File: src/assert_macros.svh
`ifndef ASSERT_MACROS_SVH
`define ASSERT_MACROS_SVH

// concurrent checks, compiled out for synthesis
`ifndef SYNTHESIS
`define ASSERT_ALWAYS(lbl, clk, rst, expr, msg) \
   lbl: assert property (@(posedge clk) disable iff (rst) (expr)) else $error(msg);
`define ASSERT_IMPLIES(lbl, clk, rst, ante, cons, msg) \
   lbl: assert property (@(posedge clk) disable iff (rst) (ante) |-> (cons)) else $error(msg);
`define ASSERT_NEXT(lbl, clk, rst, ante, cons, msg) \
   lbl: assert property (@(posedge clk) disable iff (rst) (ante) |=> (cons)) else $error(msg);
`else
`define ASSERT_ALWAYS(lbl, clk, rst, expr, msg)
`define ASSERT_IMPLIES(lbl, clk, rst, ante, cons, msg)
`define ASSERT_NEXT(lbl, clk, rst, ante, cons, msg)
`endif

`endif

File: src/dsw_pkg.sv
`timescale 1ns / 1ps

package dsw_pkg;

   localparam int unsigned FIELD_W = 14;

   localparam logic [FIELD_W-1:0] ACC_MAX    = 14'd9999;
   localparam logic [FIELD_W-1:0] YEAR_LIMIT = 14'd100;
   localparam logic [FIELD_W-1:0] YEAR_BASE  = 14'd2000;
   localparam logic [FIELD_W-1:0] MONTH_MAX  = 14'd12;
   localparam logic [FIELD_W-1:0] WEEK_BIAS  = 14'd35;

   localparam logic [7:0] CHAR_ZERO  = 8'h30;
   localparam logic [7:0] CHAR_NINE  = 8'h39;
   localparam logic [7:0] CHAR_SLASH = 8'h2f;
   localparam logic [7:0] CHAR_DASH  = 8'h2d;

   // reciprocals for division by constants
   localparam logic [12:0] RECIP_100 = 13'd5243;  // year / 100 = (year * 5243) >> 19
   localparam logic [5:0]  RECIP_12  = 6'd43;     // yc / 12 = (yc * 43) >> 9
   localparam logic [13:0] RECIP_7   = 14'd9363;  // s / 7 = (s * 9363) >> 16

   typedef enum logic [1:0] {
      FIELD_YEAR  = 2'd0,
      FIELD_MONTH = 2'd1,
      FIELD_DAY   = 2'd2
   } field_type;

   typedef struct packed {
      logic [7:0] char_code;
      logic       last_char;
   } req_type;

   typedef struct packed {
      logic [2:0]         weekday;
      logic               date_valid;
      logic [FIELD_W-1:0] year_value;
      logic [FIELD_W-1:0] month_value;
      logic [FIELD_W-1:0] day_value;
   } rsp_type;

   typedef struct packed {
      logic [FIELD_W-1:0] year;
      logic [FIELD_W-1:0] month;
      logic [FIELD_W-1:0] day;
   } date_type;

   typedef struct packed {
      logic     empty;
      date_type data;
   } queue_out_type;

   function automatic logic [4:0] month_anchor(input logic [3:0] month);
      logic [4:0] ma;
      case (month)
         4'd1:    ma = 5'd3;
         4'd2:    ma = 5'd28;
         4'd3:    ma = 5'd14;
         4'd4:    ma = 5'd4;
         4'd5:    ma = 5'd9;
         4'd6:    ma = 5'd6;
         4'd7:    ma = 5'd11;
         4'd8:    ma = 5'd8;
         4'd9:    ma = 5'd5;
         4'd10:   ma = 5'd10;
         4'd11:   ma = 5'd7;
         4'd12:   ma = 5'd12;
         default: ma = 5'd0;
      endcase
      return ma;
   endfunction

   function automatic logic [2:0] century_anchor(input logic [1:0] cmod4);
      logic [2:0] a;
      case (cmod4)
         2'd0:    a = 3'd2;
         2'd1:    a = 3'd0;
         2'd2:    a = 3'd5;
         default: a = 3'd3;
      endcase
      return a;
   endfunction

   // value below 28 reduced into 0..6
   function automatic logic [2:0] mod7_small(input logic [4:0] v);
      logic [4:0] r;
      if (v >= 5'd21) begin
         r = v - 5'd21;
      end else if (v >= 5'd14) begin
         r = v - 5'd14;
      end else if (v >= 5'd7) begin
         r = v - 5'd7;
      end else begin
         r = v;
      end
      return r[2:0];
   endfunction

endpackage

File: src/date_string_weekday_doomsday.sv
`timescale 1ns / 1ps

// one char per cycle unless full; full rises only while the date queue holds QUEUE_DEPTH dates
// on the last character the date is queued, then passes stages 1 to 3 and the result register
// throughput: one date result per cycle from the four-stage weekday pipeline while pop drains it
// reset: synchronous active high, clears parse state, queue pointers and pipeline valids

module date_string_weekday_doomsday
   import dsw_pkg::*;
#(
   parameter int unsigned QUEUE_DEPTH = 4
)
(
   input  logic    clock,
   input  logic    reset,
   input  logic    push,
   output logic    full,
   input  req_type req_data,
   output logic    empty,
   input  logic    pop,
   output rsp_type rsp_data
);

   logic          accept;
   logic          date_push;
   date_type      date_front;
   logic          queue_pop;
   queue_out_type queue_out;

   assign accept = push && !full;

   dsw_front u_front (
      .clock     (clock),
      .reset     (reset),
      .accept    (accept),
      .req_data  (req_data),
      .date_push (date_push),
      .date_out  (date_front)
   );

   dsw_queue #(
      .DEPTH (QUEUE_DEPTH)
   ) u_queue (
      .clock     (clock),
      .reset     (reset),
      .push_in   (date_push),
      .data_in   (date_front),
      .full_out  (full),
      .pop_in    (queue_pop),
      .queue_out (queue_out)
   );

   dsw_back u_back (
      .clock     (clock),
      .reset     (reset),
      .queue_in  (queue_out),
      .queue_pop (queue_pop),
      .empty     (empty),
      .pop       (pop),
      .rsp_data  (rsp_data)
   );

endmodule

File: src/dsw_front.sv
`timescale 1ns / 1ps

`include "assert_macros.svh"

module dsw_front
   import dsw_pkg::*;
(
   input  logic     clock,
   input  logic     reset,
   input  logic     accept,
   input  req_type  req_data,
   output logic     date_push,
   output date_type date_out
);

   logic [FIELD_W-1:0] acc_ff, acc_in;
   field_type          field_ff, field_in;
   logic [FIELD_W-1:0] year_ff, year_in;
   logic [FIELD_W-1:0] month_ff, month_in;

   logic               is_digit;
   logic               is_sep;
   logic [17:0]        acc_next;

   assign is_digit = (req_data.char_code >= CHAR_ZERO) && (req_data.char_code <= CHAR_NINE);
   assign is_sep   = (req_data.char_code == CHAR_SLASH) || (req_data.char_code == CHAR_DASH);

   // acc * 10 + digit, the digit is the low nibble of its code
   assign acc_next = {1'b0, acc_ff, 3'b000} + {3'b000, acc_ff, 1'b0}
                   + {14'd0, req_data.char_code[3:0]};

   always_comb begin
      acc_in   = acc_ff;
      field_in = field_ff;
      year_in  = year_ff;
      month_in = month_ff;
      if (is_digit) begin
         acc_in = (acc_next > {4'd0, ACC_MAX}) ? ACC_MAX : acc_next[FIELD_W-1:0];
      end else if (is_sep) begin
         unique case (field_ff)
            FIELD_YEAR: begin
               year_in  = acc_ff;
               field_in = FIELD_MONTH;
            end
            FIELD_MONTH: begin
               month_in = acc_ff;
               field_in = FIELD_DAY;
            end
            default: begin
               field_in = field_ff;
            end
         endcase
         acc_in = '0;
      end
   end

   always_comb begin
      date_out.year  = (year_in < YEAR_LIMIT) ? year_in + YEAR_BASE : year_in;
      date_out.month = month_in;
      date_out.day   = acc_in;
   end

   assign date_push = accept && req_data.last_char;

   always_ff @(posedge clock) begin
      if (reset || date_push) begin
         acc_ff   <= '0;
         field_ff <= FIELD_YEAR;
         year_ff  <= '0;
         month_ff <= '0;
      end else if (accept) begin
         acc_ff   <= acc_in;
         field_ff <= field_in;
         year_ff  <= year_in;
         month_ff <= month_in;
      end
   end

   `ASSERT_ALWAYS(a_acc_saturated, clock, reset, acc_ff <= ACC_MAX, "accumulator above limit")

endmodule

File: src/dsw_queue.sv
`timescale 1ns / 1ps

`include "assert_macros.svh"

module dsw_queue
   import dsw_pkg::*;
#(
   parameter int unsigned DEPTH = 4
)
(
   input  logic          clock,
   input  logic          reset,
   input  logic          push_in,
   input  date_type      data_in,
   output logic          full_out,
   input  logic          pop_in,
   output queue_out_type queue_out
);

   localparam int unsigned PTR_W = (DEPTH > 1) ? $clog2(DEPTH) : 1;
   localparam int unsigned CNT_W = $clog2(DEPTH + 1);

   date_type           mem_ff [DEPTH];
   logic [PTR_W-1:0]   wr_ptr_ff, wr_ptr_in;
   logic [PTR_W-1:0]   rd_ptr_ff, rd_ptr_in;
   logic [CNT_W-1:0]   count_ff, count_in;
   logic               do_push;
   logic               do_pop;

   assign full_out        = (count_ff == CNT_W'(DEPTH));
   assign queue_out.empty = (count_ff == '0);
   assign queue_out.data  = mem_ff[rd_ptr_ff];

   assign do_push = push_in && !full_out;
   assign do_pop  = pop_in && !queue_out.empty;

   always_comb begin
      wr_ptr_in = wr_ptr_ff;
      rd_ptr_in = rd_ptr_ff;
      count_in  = count_ff;
      if (do_push) begin
         wr_ptr_in = (wr_ptr_ff == PTR_W'(DEPTH - 1)) ? '0 : wr_ptr_ff + 1'b1;
      end
      if (do_pop) begin
         rd_ptr_in = (rd_ptr_ff == PTR_W'(DEPTH - 1)) ? '0 : rd_ptr_ff + 1'b1;
      end
      if (do_push && !do_pop) begin
         count_in = count_ff + 1'b1;
      end else if (do_pop && !do_push) begin
         count_in = count_ff - 1'b1;
      end
   end

   always_ff @(posedge clock) begin
      if (reset) begin
         wr_ptr_ff <= '0;
         rd_ptr_ff <= '0;
         count_ff  <= '0;
      end else begin
         wr_ptr_ff <= wr_ptr_in;
         rd_ptr_ff <= rd_ptr_in;
         count_ff  <= count_in;
      end
   end

   always_ff @(posedge clock) begin
      if (do_push) begin
         mem_ff[wr_ptr_ff] <= data_in;
      end
   end

   `ASSERT_ALWAYS(a_count_bound, clock, reset, count_ff <= CNT_W'(DEPTH), "queue count overrun")
   `ASSERT_IMPLIES(a_no_pop_empty, clock, reset, pop_in, !queue_out.empty, "pop from empty queue")

endmodule

File: src/dsw_back.sv
`timescale 1ns / 1ps

`include "assert_macros.svh"

module dsw_back
   import dsw_pkg::*;
(
   input  logic          clock,
   input  logic          reset,
   input  queue_out_type queue_in,
   output logic          queue_pop,
   output logic          empty,
   input  logic          pop,
   output rsp_type       rsp_data
);

   // stage 1: year times reciprocal of 100
   logic               v1_ff;
   date_type           date1_ff;
   logic [25:0]        prod1_ff;
   // stage 2: century, year in century, leap
   logic               v2_ff;
   date_type           date2_ff;
   logic [6:0]         yc2_ff;
   logic [2:0]         anchor2_ff;
   logic               leap2_ff;
   // stage 3: doomsday and biased weekday sum
   logic               v3_ff;
   date_type           date3_ff;
   logic               valid3_ff;
   logic [FIELD_W-1:0] sum3_ff;
   // result register
   logic               out_v_ff;
   rsp_type            out_ff;

   logic en_out, en3, en2, en1;

   assign en_out    = !out_v_ff || pop;
   assign en3       = !v3_ff || en_out;
   assign en2       = !v2_ff || en3;
   assign en1       = !v1_ff || en2;
   assign queue_pop = en1 && !queue_in.empty;

   // stage 1 logic
   logic [25:0]        prod1_in;

   assign prod1_in = queue_in.data.year * RECIP_100;

   // stage 2 logic
   logic [6:0]         century;
   logic [FIELD_W-1:0] c100;
   logic [FIELD_W-1:0] yc_full;
   logic [6:0]         yc_in;
   logic               leap_in;

   assign century = prod1_ff[25:19];
   assign c100    = {1'b0, century, 6'd0} + {2'b0, century, 5'd0} + {5'b0, century, 2'd0};
   assign yc_full = date1_ff.year - c100;
   assign yc_in   = yc_full[6:0];
   assign leap_in = (date1_ff.year[1:0] == 2'b00) && ((yc_in != 7'd0) || (century[1:0] == 2'b00));

   // stage 3 logic
   logic [12:0]        p12;
   logic [3:0]         q12;
   logic [6:0]         r12_full;
   logic [3:0]         r12;
   logic [4:0]         dd_raw;
   logic [2:0]         dd;
   logic               valid_in;
   logic [4:0]         ma;
   logic [FIELD_W-1:0] sum_in;

   assign p12      = yc2_ff * RECIP_12;
   assign q12      = p12[12:9];
   // remainder: yc - 12 * q, with 12 * q as q * 8 + q * 4
   assign r12_full = yc2_ff - ({q12, 3'b000} + {1'b0, q12, 2'b00});
   assign r12      = r12_full[3:0];
   assign dd_raw   = {2'b00, anchor2_ff} + {1'b0, q12} + {1'b0, r12} + {3'b000, r12[3:2]};
   assign dd       = mod7_small(dd_raw);
   assign valid_in = (date2_ff.month >= 14'd1) && (date2_ff.month <= MONTH_MAX);
   assign ma       = month_anchor(date2_ff.month[3:0])
                   + {4'd0, leap2_ff && (date2_ff.month <= 14'd2)};
   assign sum_in   = date2_ff.day + {11'd0, dd} + WEEK_BIAS - {9'd0, ma};

   // result logic: sum mod 7
   logic [27:0]        p7;
   logic [10:0]        q7;
   logic [FIELD_W-1:0] wd_full;

   assign p7      = sum3_ff * RECIP_7;
   assign q7      = p7[26:16];
   assign wd_full = sum3_ff - ({q7, 3'b000} - {3'b000, q7});

   always_ff @(posedge clock) begin
      if (reset) begin
         v1_ff    <= 1'b0;
         v2_ff    <= 1'b0;
         v3_ff    <= 1'b0;
         out_v_ff <= 1'b0;
      end else begin
         if (en1) v1_ff <= !queue_in.empty;
         if (en2) v2_ff <= v1_ff;
         if (en3) v3_ff <= v2_ff;
         if (en_out) out_v_ff <= v3_ff;
      end
   end

   always_ff @(posedge clock) begin
      if (en1) begin
         date1_ff <= queue_in.data;
         prod1_ff <= prod1_in;
      end
      if (en2) begin
         date2_ff   <= date1_ff;
         yc2_ff     <= yc_in;
         anchor2_ff <= century_anchor(century[1:0]);
         leap2_ff   <= leap_in;
      end
      if (en3) begin
         date3_ff  <= date2_ff;
         valid3_ff <= valid_in;
         sum3_ff   <= sum_in;
      end
      if (en_out) begin
         out_ff.weekday     <= valid3_ff ? wd_full[2:0] : 3'd0;
         out_ff.date_valid  <= valid3_ff;
         out_ff.year_value  <= date3_ff.year;
         out_ff.month_value <= date3_ff.month;
         out_ff.day_value   <= date3_ff.day;
      end
   end

   assign empty    = !out_v_ff;
   assign rsp_data = out_ff;

   `ASSERT_IMPLIES(a_invalid_sunday, clock, reset, out_v_ff && !out_ff.date_valid, out_ff.weekday == 3'd0, "invalid date with weekday")
   `ASSERT_NEXT(a_stage3_held, clock, reset, v3_ff && !en3, v3_ff, "stalled stage dropped")

endmodule
File: config.mk
export PLATFORM = sky130hd
export DESIGN_NAME = date_string_weekday_doomsday
export DESIGN_NICKNAME = d
export VERILOG_FILES = /design/src/dsw_pkg.sv /design/src/date_string_weekday_doomsday.sv /design/src/dsw_front.sv /design/src/dsw_queue.sv /design/src/dsw_back.sv
export VERILOG_INCLUDE_DIRS = /design/src /design/src/src
export SDC_FILE = /design/constraint.sdc
export NUM_CORES = 1
export LEC_CHECK = 0
export BUFFER_PORTS_ARGS = -buffer_cell sky130_fd_sc_hd__buf_2
export CAP_MARGIN = 20
export CORE_MARGIN = 1.5
export CORE_UTILIZATION = 35
export CTS_CLUSTER_SIZE = 12
export DETAILED_ROUTE_END_ITERATION = 10
export PLACE_DENSITY = 0.58
export SKIP_CTS_REPAIR_TIMING = 1
export SYNTH_ARGS = -nofsm -noshare
export SYNTH_HDL_FRONTEND = slang
export SYNTH_HIERARCHICAL = 1
export SYNTH_SLANG_ARGS = --single-unit
export TNS_END_PERCENT = 50
File: constraint.sdc
create_clock -name clock -period 10.8 [get_ports clock]
set_input_delay 2.7 -clock clock [delete_from_list [all_inputs] [get_ports clock]]
set_output_delay 2.7 -clock clock [all_outputs]
set_load 0.01 [all_outputs]
==> flow_summary.yaml <==
finish:
  diodes: 0
  instances_no_fill: 2699
  layout.cells.most_common_list: "369 x edfxtp_1, 256 x inv_1, 256 x ha_1, 109 x fa_1, 85 x nor2_1"
  nets: 2170
  final_common_cell: "edfxtp_1"
  drive_above_1_share_pct: 13.4
  synthToLayoutAreaGrowth_pct: 11.4
  regArea_mm2: 0.0123
  n_fill_cell: 6204
  multi_input_area_mm2: 0.0102
setup_path:
  crit_family: "adder cells"
  reg2reg_depth: 37
  cp.required_ns: 11.11
  r2r_end: "u_back/sum3_ff[12]"
  cp_slowest_cell: "fa_1"
  regToRegStartpoint: "u_back/date2_ff[29]"
  cp.depth: 37
  arrival_ns: 9.89
  worstSetupPathType: "reg -> reg"
  crit_top_cell: "ha_1"
  endpoint_kind: "flip-flop"
  r2r_setup_slack_ns: 1.21
  cpPeakStageDelay_ns: 0.60
  cp_num_buf_inv: 3
  worstSetupStartpointType: "flip-flop"
  crit_end: "u_back/sum3_ff[12]"
  startpoint: "u_back/date2_ff[29]"
  crit_fanout: 8
grt:
  grt_max_degree: 58
  grt.overflow.total: 0
  grt_pass1_vias: 13600
  antenna_found_initial: 2
  grt_pass1_wl_um: 74000
  grt_usage_pct: 13.4
drt:
  routed_wirelength_um: 45300
  antenna_left: 0
  post_drt_wl_per_cell_um: 16.8
  drt_iter0_markers: 645
  drc: 0
  vias: 13100
  dr.pass1.iters: 5
  routed_via_density: 4.85
sta:
  maxSlewHeadroom_pct: 38.3
  drv_slew: 0
  worst-slew-pin-transition_ns: 0.923
  skew_ns: 0.0181
  fin_crit_ns: 9.59
  finalSetupViolCount: 0
  finalHoldViolCount: 0
  fin_setup_tns_ns: 0
  finalCritPeriodShare_pct: 88.8
  rsz0062_at_grt: "false"
  fmax_mhz: 104
placed_design:
  io_buffers: 60
  gp_congestion: 0.865
  dpl.hpwl_um: 32800
  place_inst: 2616
clock_tree:
  cts_tree: "yes"
  clk_path_buf_depth: 3
  cts_max_level: 2
  clk-insertion-delay-late_ns: 0.58
  cts_buffers: 45
  clkSlewWorstSetupHoldPaths_ns: 0.06
  clkSinkCount: 431
  clock-root-buffer: "clkbuf_16"
yosys:
  synthArstFlopShare_pct: 0
  synth_edf_count: 369
  syn_avg_cell_area_um2: 13.8
  synth-main-ff-cell: "edfxtp_1"
  yosys_warnings: 6
  syn-num-nets: 2091
  ys_ff_latch: 431
  synthCells: 1713
  ys_types: 89
  netlist_area_mm2: 0.0237
  ys_seq_area_share_pct: 51.9
floorplanning:
  initial_core_util_pct: 35.3
  core_mm2: 0.0672
  rows: 95
  die_h_um: 263
  ios: 61
  die_width_um: 263
  dieArea_mm2: 0.0694
job:
  cap_violations: 0
min_path:
  hp-class: "reg -> reg"
  worstHoldStart: "u_back/date1_ff[37]"
status:
  status: "complete, no violations"
Yosys cell counts (8+ instances only):
master	count	area [µm²]
o21ai_1	15	75.1
clkbuf_1	18	67.6
ha_1	256	3200
nor4_1	9	56.3
mux4_2	42	946
nand2_1	48	180
a21o_1	12	90.1
mux2i_1	36	360
a21oi_1	54	270
fa_1	109	2180
nor2_1	85	319
a211oi_1	8	60.1
xnor2_1	44	385
xor2_1	18	158
mux2_2	18	203
inv_1	257	965
edfxtp_1	369	11100
nand3_1	23	115
dfxtp_1	62	1240
a31oi_1	9	56.3
buf_4	8	60.1
nand2b_1	8	50.1
o21ai_0	33	165
buf_2	9	45.0
nor3_1	18	90.1
kinds of logic (layout without fill, tap and decap cells):
family | after synthesis | in the layout | synth area share (%)
DFF | 431 | 431 | 51.9
adders and majority gates | 365 | 365 | 22.7
buffers and inverters | 299 | 412 | 4.99
and+or+nand+nor | 256 | 256 | 5.53
AOI/OAI and AO/OA | 199 | 199 | 5.90
muxes | 100 | 100 | 6.58
xor gates and xnor gates | 63 | 63 | 2.36
state kept, by name, summed over array words and instances (netlist names), 42 cells and up, named ones only:
signal,count
u_queue/mem_ff,168
u_back/rsp_data,46
u_back/date2_ff,42
u_back/date1_ff,42
u_back/date3_ff,42
worst min path at each step:
stage                                     end  slack [ns]  cells after the start
final                     u_back/date2_ff[37]        0.41                      0
after CTS                 u_back/date2_ff[37]        0.42                      0
after detailed placement  u_back/date2_ff[12]        0.40                      0
after floorplan            u_back/date2_ff[0]        0.40                      0
after global placement     u_back/date2_ff[3]        0.40                      0
after global routing      u_back/date3_ff[40]        0.42                      0
through the flow:
step | instance area [µm²] | setup WS, ns | utilization, % | hold WS (ns)
4_1_cts | 26400 | 1.25 | 39.3 | 0.416
3_3_place_gp | 25000 | 1.48 | 37.2 | 0.403
6_report | 26400 | 1.21 | 39.3 | 0.415
2_1_floorplan | 23700 | 1.98 | - | 0.400
3_5_place_dp | 25000 | 1.31 | 37.2 | 0.405
5_1_grt | 26400 | 0.492 | 39.3 | 0.422
worst reg2reg max path: cells and delay by family, from the launching register on:
family          cells  cell delay [ns]
fa+ha+maj          13             4.86
compound gates     10             1.86
simple gates        6             0.96
xor+xnor            4             0.68
flops               1             0.51
mux                 1             0.35
buf+inv             3             0.13
routing by layer:
| metal | wire length, µm | share of wire (%) | track usage [%] |
|---|---|---|---|
| met4 | 1080 | 2.4 | 4.31 |
| met2 | 21200 | 47 | 22.1 |
| met3 | 1720 | 3.8 | 2.05 |
| met1 | 21300 | 47 | 18.1 |
| met5 | 21 | 0.046 | 0 |
area by class of cell:
cell class | count | share of cell area, %
Inverter | 260 | 3.71
Tap cell | 873 | 4.14
Multi-Input combinational cell | 983 | 38.7
Timing Repair Buffer | 71 | 1.53
Clock inverter | 13 | 0.417
Sequential cell | 431 | 46.7
Clock buffer | 68 | 4.86
Power is left out: the tool's default activity adds up to more than one toggle a clock period on the data nets, which glitch-free logic cannot reach.
